==> src/design/spq_pkg.sv <==
// spq_pkg: shared types and codes for the sorted priority queue
// no dependencies; used by spq_cell and sorted_priority_queue
`timescale 1ns / 1ps

package spq_pkg;

    // widths fixed by the item fields
    localparam int unsigned FIELD_KEY_BITS = 16;
    localparam int unsigned TAG_BITS       = 8;
    localparam int unsigned FILL_BITS      = 5;

    // default configuration
    localparam int unsigned DEF_DEPTH    = 16;
    localparam int unsigned DEF_KEY_BITS = 16;

    // operation codes carried on the kind field
    typedef enum logic {
        KIND_INSERT = 1'b0,
        KIND_REMOVE = 1'b1
    } t_kind;

    // result status codes
    typedef enum logic [1:0] {
        ST_OK    = 2'd0,
        ST_FULL  = 2'd1,
        ST_EMPTY = 2'd2
    } t_status;

    // per-cycle command broadcast to every cell
    typedef struct packed {
        logic ins;
        logic rem;
    } t_cell_ctl;

endpackage

==> src/design/sorted_priority_queue.sv <==
// sorted_priority_queue: fixed-depth priority queue in ascending key order
// depends on spq_pkg and spq_cell (one cell per queue slot)
//
// usage:
//   input channel (i_valid / o_ready) carries i_kind, i_key, i_tag; kind
//   insert places the entry behind all held entries with key <= i_key, so
//   equal keys leave in arrival order; kind remove takes the smallest entry
//   output channel (o_valid / i_ready) carries one result per input
//   transfer: o_out_key, o_out_tag, o_status and o_fill (entries held after
//   the item); key and tag are zero for inserts and errors
//   the result is registered and shown the cycle after the input transfer
//   throughput: one item per cycle while o_ready is high; every cell
//   compares its key with the incoming key and shifts in the same cycle,
//   so the whole row of cells settles an insert or remove together
//   a single output register sits between the sides; while it holds an
//   untaken result and i_ready is low, o_ready is low and the queue holds
//   reset: synchronous, active low; the queue is empty and no result is
//   pending; cell contents are not cleared
`timescale 1ns / 1ps

module sorted_priority_queue
    import spq_pkg::*;
#(
    parameter int unsigned DEPTH    = DEF_DEPTH,
    parameter int unsigned KEY_BITS = DEF_KEY_BITS
) (
    input  logic                      i_clk,
    input  logic                      i_rst_n,
    input  logic                      i_valid,
    output logic                      o_ready,
    input  logic                      i_kind,
    input  logic [FIELD_KEY_BITS-1:0] i_key,
    input  logic [TAG_BITS-1:0]       i_tag,
    output logic                      o_valid,
    input  logic                      i_ready,
    output logic [FIELD_KEY_BITS-1:0] o_out_key,
    output logic [TAG_BITS-1:0]       o_out_tag,
    output logic [1:0]                o_status,
    output logic [FILL_BITS-1:0]      o_fill
);

    localparam int unsigned CW = $clog2(DEPTH + 1);
    localparam logic [CW-1:0] FULL_CNT = CW'(DEPTH);

    logic                      in_xfer;
    logic                      full, empty;
    t_cell_ctl                 ctl;
    logic [KEY_BITS-1:0]       new_key;
    logic [CW-1:0]             r_cnt, n_cnt;
    logic                      r_out_vld, n_out_vld;
    logic [FIELD_KEY_BITS-1:0] r_out_key, n_out_key;
    logic [TAG_BITS-1:0]       r_out_tag, n_out_tag;
    t_status                   r_status, n_status;
    logic [FILL_BITS-1:0]      r_fill, n_fill;

    logic [KEY_BITS-1:0] cell_key [DEPTH];
    logic [TAG_BITS-1:0] cell_tag [DEPTH];
    logic                cell_le  [DEPTH];

    // input transfer when the output register is free or being drained
    assign o_ready = !r_out_vld || i_ready;
    assign in_xfer = i_valid && o_ready;

    assign full    = (r_cnt == FULL_CNT);
    assign empty   = (r_cnt == '0);
    assign new_key = KEY_BITS'(i_key);

    // command to the cells; dropped inserts and empty removes leave them be
    always_comb begin
        ctl.ins = in_xfer && (t_kind'(i_kind) == KIND_INSERT) && !full;
        ctl.rem = in_xfer && (t_kind'(i_kind) == KIND_REMOVE) && !empty;
    end

    // row of cells, slot 0 holds the smallest key
    for (genvar g = 0; g < DEPTH; g++) begin : g_cell
        logic                left_le;
        logic [KEY_BITS-1:0] left_key;
        logic [TAG_BITS-1:0] left_tag;
        logic [KEY_BITS-1:0] right_key;
        logic [TAG_BITS-1:0] right_tag;

        if (g == 0) begin : g_head
            assign left_le  = 1'b1;
            assign left_key = new_key;
            assign left_tag = i_tag;
        end else begin : g_body
            assign left_le  = cell_le[g-1];
            assign left_key = cell_key[g-1];
            assign left_tag = cell_tag[g-1];
        end

        if (g == DEPTH - 1) begin : g_tail
            assign right_key = cell_key[g];
            assign right_tag = cell_tag[g];
        end else begin : g_inner
            assign right_key = cell_key[g+1];
            assign right_tag = cell_tag[g+1];
        end

        spq_cell #(
            .KEY_BITS (KEY_BITS)
        ) u_cell (
            .i_clk       (i_clk),
            .i_ctl       (ctl),
            .i_new_key   (new_key),
            .i_new_tag   (i_tag),
            .i_occ       (CW'(g) < r_cnt),
            .i_left_le   (left_le),
            .i_left_key  (left_key),
            .i_left_tag  (left_tag),
            .i_right_key (right_key),
            .i_right_tag (right_tag),
            .o_key       (cell_key[g]),
            .o_tag       (cell_tag[g]),
            .o_le        (cell_le[g])
        );
    end

    // fill count and result
    always_comb begin
        n_cnt     = r_cnt;
        n_out_vld = r_out_vld && !i_ready;
        n_out_key = r_out_key;
        n_out_tag = r_out_tag;
        n_status  = r_status;
        n_fill    = r_fill;
        if (in_xfer) begin
            n_out_vld = 1'b1;
            n_out_key = '0;
            n_out_tag = '0;
            n_status  = ST_OK;
            if (t_kind'(i_kind) == KIND_INSERT) begin
                if (full) begin
                    n_status = ST_FULL;
                end else begin
                    n_cnt = r_cnt + 1'b1;
                end
            end else begin
                if (empty) begin
                    n_status = ST_EMPTY;
                end else begin
                    n_cnt     = r_cnt - 1'b1;
                    n_out_key = FIELD_KEY_BITS'(cell_key[0]);
                    n_out_tag = cell_tag[0];
                end
            end
            n_fill = FILL_BITS'(n_cnt);
        end
    end

    // control registers
    always_ff @(posedge i_clk) begin
        if (!i_rst_n) begin
            r_cnt     <= '0;
            r_out_vld <= 1'b0;
        end else begin
            r_cnt     <= n_cnt;
            r_out_vld <= n_out_vld;
        end
    end

    // result payload register
    always_ff @(posedge i_clk) begin
        r_out_key <= n_out_key;
        r_out_tag <= n_out_tag;
        r_status  <= n_status;
        r_fill    <= n_fill;
    end

    assign o_valid   = r_out_vld;
    assign o_out_key = r_out_key;
    assign o_out_tag = r_out_tag;
    assign o_status  = r_status;
    assign o_fill    = r_fill;

endmodule

==> src/design/spq_cell.sv <==
// spq_cell: one slot of the shift-register priority queue
// depends on spq_pkg (t_cell_ctl, TAG_BITS)
`timescale 1ns / 1ps

module spq_cell
    import spq_pkg::*;
#(
    parameter int unsigned KEY_BITS = DEF_KEY_BITS
) (
    input  logic                i_clk,
    input  t_cell_ctl           i_ctl,
    input  logic [KEY_BITS-1:0] i_new_key,
    input  logic [TAG_BITS-1:0] i_new_tag,
    input  logic                i_occ,
    input  logic                i_left_le,
    input  logic [KEY_BITS-1:0] i_left_key,
    input  logic [TAG_BITS-1:0] i_left_tag,
    input  logic [KEY_BITS-1:0] i_right_key,
    input  logic [TAG_BITS-1:0] i_right_tag,
    output logic [KEY_BITS-1:0] o_key,
    output logic [TAG_BITS-1:0] o_tag,
    output logic                o_le
);

    logic [KEY_BITS-1:0] r_key, n_key;
    logic [TAG_BITS-1:0] r_tag, n_tag;

    // held entry stays ahead of the new one when its key is not larger
    assign o_le = i_occ && (r_key <= i_new_key);

    // insert: keep, take the new entry, or take the left neighbour's entry
    // remove: take the right neighbour's entry
    always_comb begin
        n_key = r_key;
        n_tag = r_tag;
        if (i_ctl.ins) begin
            if (o_le) begin
                n_key = r_key;
                n_tag = r_tag;
            end else if (i_left_le) begin
                n_key = i_new_key;
                n_tag = i_new_tag;
            end else begin
                n_key = i_left_key;
                n_tag = i_left_tag;
            end
        end else if (i_ctl.rem) begin
            n_key = i_right_key;
            n_tag = i_right_tag;
        end
    end

    // entry storage
    always_ff @(posedge i_clk) begin
        r_key <= n_key;
        r_tag <= n_tag;
    end

    assign o_key = r_key;
    assign o_tag = r_tag;

endmodule
==> config.mk <==
export PLATFORM = sky130hd
export DESIGN_NAME = sorted_priority_queue
export DESIGN_NICKNAME = d
export VERILOG_FILES = /design/src/design/spq_pkg.sv /design/src/design/sorted_priority_queue.sv /design/src/design/spq_cell.sv
export SDC_FILE = /design/constraint.sdc
export NUM_CORES = 1
export LEC_CHECK = 0
export BUFFER_PORTS_ARGS = -buffer_cell sky130_fd_sc_hd__buf_2
export CAP_MARGIN = 20
export CORE_MARGIN = 4
export CORE_UTILIZATION = 50
export CTS_CLUSTER_DIAMETER = 40
export CTS_CLUSTER_SIZE = 14
export DETAILED_ROUTE_END_ITERATION = 8
export PLACE_DENSITY_LB_ADDON = 0.25
export SLEW_MARGIN = 20
export SYNTH_ARGS = -nofsm -noshare
export SYNTH_HDL_FRONTEND = slang
export SYNTH_HIERARCHICAL = 1
export SYNTH_SLANG_ARGS = --single-unit
==> constraint.sdc <==
create_clock -name i_clk -period 5.75 [get_ports i_clk]
set_input_delay 0.2875 -clock i_clk [delete_from_list [all_inputs] [get_ports i_clk]]
set_output_delay 0.2875 -clock i_clk [all_outputs]
set_load 0.02 [all_outputs]
==> impl_metrics.json <==
{
  "status": "completed",
  "routed_wl_um": 79700,
  "cts_sinks": 421,
  "p_sw_mw": 3.67,
  "wl_per_cell_um": 22.0,
  "grt_pass1_vias": 21300,
  "hold_depth": 3,
  "timing.fmax_ghz": 0.257,
  "finalSetupTns_ps": 0,
  "viasPerCell": 6.03,
  "path_max_fanout": 261,
  "rows": 87,
  "final_antenna_net_count": 0,
  "startpoint_type": "flip-flop",
  "cp.arrival_ps": 4100,
  "die_h_um": 248,
  "crit_type": "flip-flop to flip-flop",
  "cts_root_buf": "clkbuf_16",
  "p_leak_nw": 12.6,
  "post-cts-setup-buffer-count": 0,
  "slew_headroom_pct": 21.0,
  "hold_path_class": "input pin to flip-flop",
  "finalCritPeriodShare_pct": 67.7,
  "placed_area_mm2": 0.0294,
  "end_kind": "flip-flop",
  "initial_core_util_pct": 50.9,
  "htreeDepth": 3,
  "grt_use_met3_pct": 3.95,
  "grt-busiest-layer": "met2",
  "syn_area_per_cell_um2": 10.4,
  "p_total_mw": 11.5,
  "worst-path-stages": 7,
  "p_seq_share_pct": 39.6,
  "dp_hpwl_um": 56800,
  "holdWs_ps": 65.6,
  "grt_pass1_wl_um": 124000,
  "die_x_um": 248,
  "cts-buffers-inserted": 71,
  "layoutNonFillerInstCount": 3622,
  "area_growth_pct": 10.2,
  "grt_max_degree": 262,
  "clock_latency_ps": 600,
  "place.gp.congestion": 0.946,
  "final_util_pct": 56.1,
  "postSynthCellCount": 2788,
  "cts_resized": 0,
  "stdcell_area_mm2": 0.0319,
  "nFillCells": 4860,
  "die_area_mm2": 0.0617,
  "pin_count": 62,
  "p_sw_share_pct": 31.9,
  "clock_path_buffers": 3,
  "crit_buf_inv": 2,
  "drc": 0,
  "via_count": 21800,
  "gr-usage-met1_pct": 36.3,
  "rsz0062_at_grt": "false",
  "grtUsageMet2_pct": 37.4,
  "ff2ff_path_depth": 7,
  "hold_viol_final": 0,
  "grt_overflow": 0,
  "slew_viol_final": 0,
  "cap_violations": 0,
  "first_pass_iters": 6,
  "worst_pin_slew_ps": 1180,
  "setup_ws_ps": 1860,
  "pre_cts_slack_ps": 1840,
  "drtIter0Drc": 2229,
  "layout.nets": 3095,
  "pwr-share-clk_pct": 37.6,
  "drive_above_1_share_pct": 11.8,
  "clk_pin_slew_ps": 50,
  "grt.total_usage_pct": 24.9,
  "internal_power_mw": 7.82,
  "port_buffers": 61,
  "cts_tree": "built",
  "power-per-cell-area_mw_per_mm2": 360,
  "crit_path_cell_trace": "inv_1 -> ha_1 -> a311oi_4 -> buf_12 -> nor2_1 -> a21oi_1 -> a21o_1",
  "placed_cells": 3488,
  "max_stage_delay_ps": 810,
  "cp.required_ps": 5950,
  "min_period_ps": 3890,
  "cp_top_family": "compound AO/OA/AOI/OAI gates",
  "core-area_mm2": 0.0568,
  "max-vdd-ir-drop_mv": 0.220,
  "combinationalPowerShare_pct": 22.7,
  "slowest_stage": "a21o_1",
  "synth-warning-count": 6,
  "clock-skew-final_ps": 23.2,
  "setup_viol": 0,
  "synth_nets": 3077,
  "cts-hold-fix-buffers": 1,
  "antenna_found_initial": 3,
  "syn_area_mm2": 0.0289
}
-- metal layers --
metal  part of all wire (%)  vias up
met1                     45    10600
met5                      0        -
met2                     44      898
li1                       -    10200
met3                    7.6      174
met4                    3.6        0
-- worst register-to-register path, stage by stage, from the launching register on --
cell and delay [ps]:
dfxtp_1 510, inv_1 160, ha_1 360, a311oi_4 440, buf_12 640, nor2_1 420, a21oi_1 160, a21o_1 810
-- layout make-up --
class | instances | area [um2] | area share (%)
repair buffers | 100 | 713 | 2.24
clock buffers | 83 | 1880 | 5.91
flip-flops and latches | 421 | 12600 | 39.5
diodes | 2 | 5.00 | 0.0157
clock inverters | 48 | 531 | 1.67
inverters | 263 | 987 | 3.10
well taps | 756 | 946 | 2.97
multi-input cells | 1949 | 14200 | 44.6
-- cell usage in the layout (no fill, tap or decap), drive strengths merged, types with 34 or more instances in the layout --
cell type	instances
nor2b	34
edfxtp	415
nand2	62
nand4	48
buf	99
inv	274
nor2	406
ha	260
a21o	34
clkbuf	83
a21oi	502
mux2i	385
-- worst paths after layout --
path	startpoint	end	slack, ps
worst min register to register	o_valid$_SDFF_PN0_	o_valid$_SDFF_PN0_	550
worst max register to register	r_cnt[1]$_SDFFE_PN0P_	g_cell[6].u_cell/o_key[7]$_DFFE_PP_	1860
worst min-delay path	i_ready	o_valid$_SDFF_PN0_	70
worst max-delay path	r_cnt[1]$_SDFFE_PN0P_	g_cell[6].u_cell/o_key[7]$_DFFE_PP_	1860
-- power groups by stage --
stage,clock network (mW),logic [mW],registers [mW]
after floorplan,0,1.92,4.38
after global placement,0,2.45,4.59
after detailed placement,0,2.57,4.59
after CTS,4.37,2.58,4.54
after global routing,4.52,2.89,4.60
final,4.32,2.61,4.55
-- sequential cells by signal, indices dropped and copies added (netlist names) --
| register | cells |
|---|---|
| g_cell.u_cell/o_key | 256 |
| g_cell.u_cell/o_tag | 128 |
| o_out_key | 16 |
| o_out_tag | 8 |
| o_fill | 5 |
| r_cnt | 5 |
| o_status | 2 |
| o_valid | 1 |
Note: power is estimated with default switching activity, not from simulation.
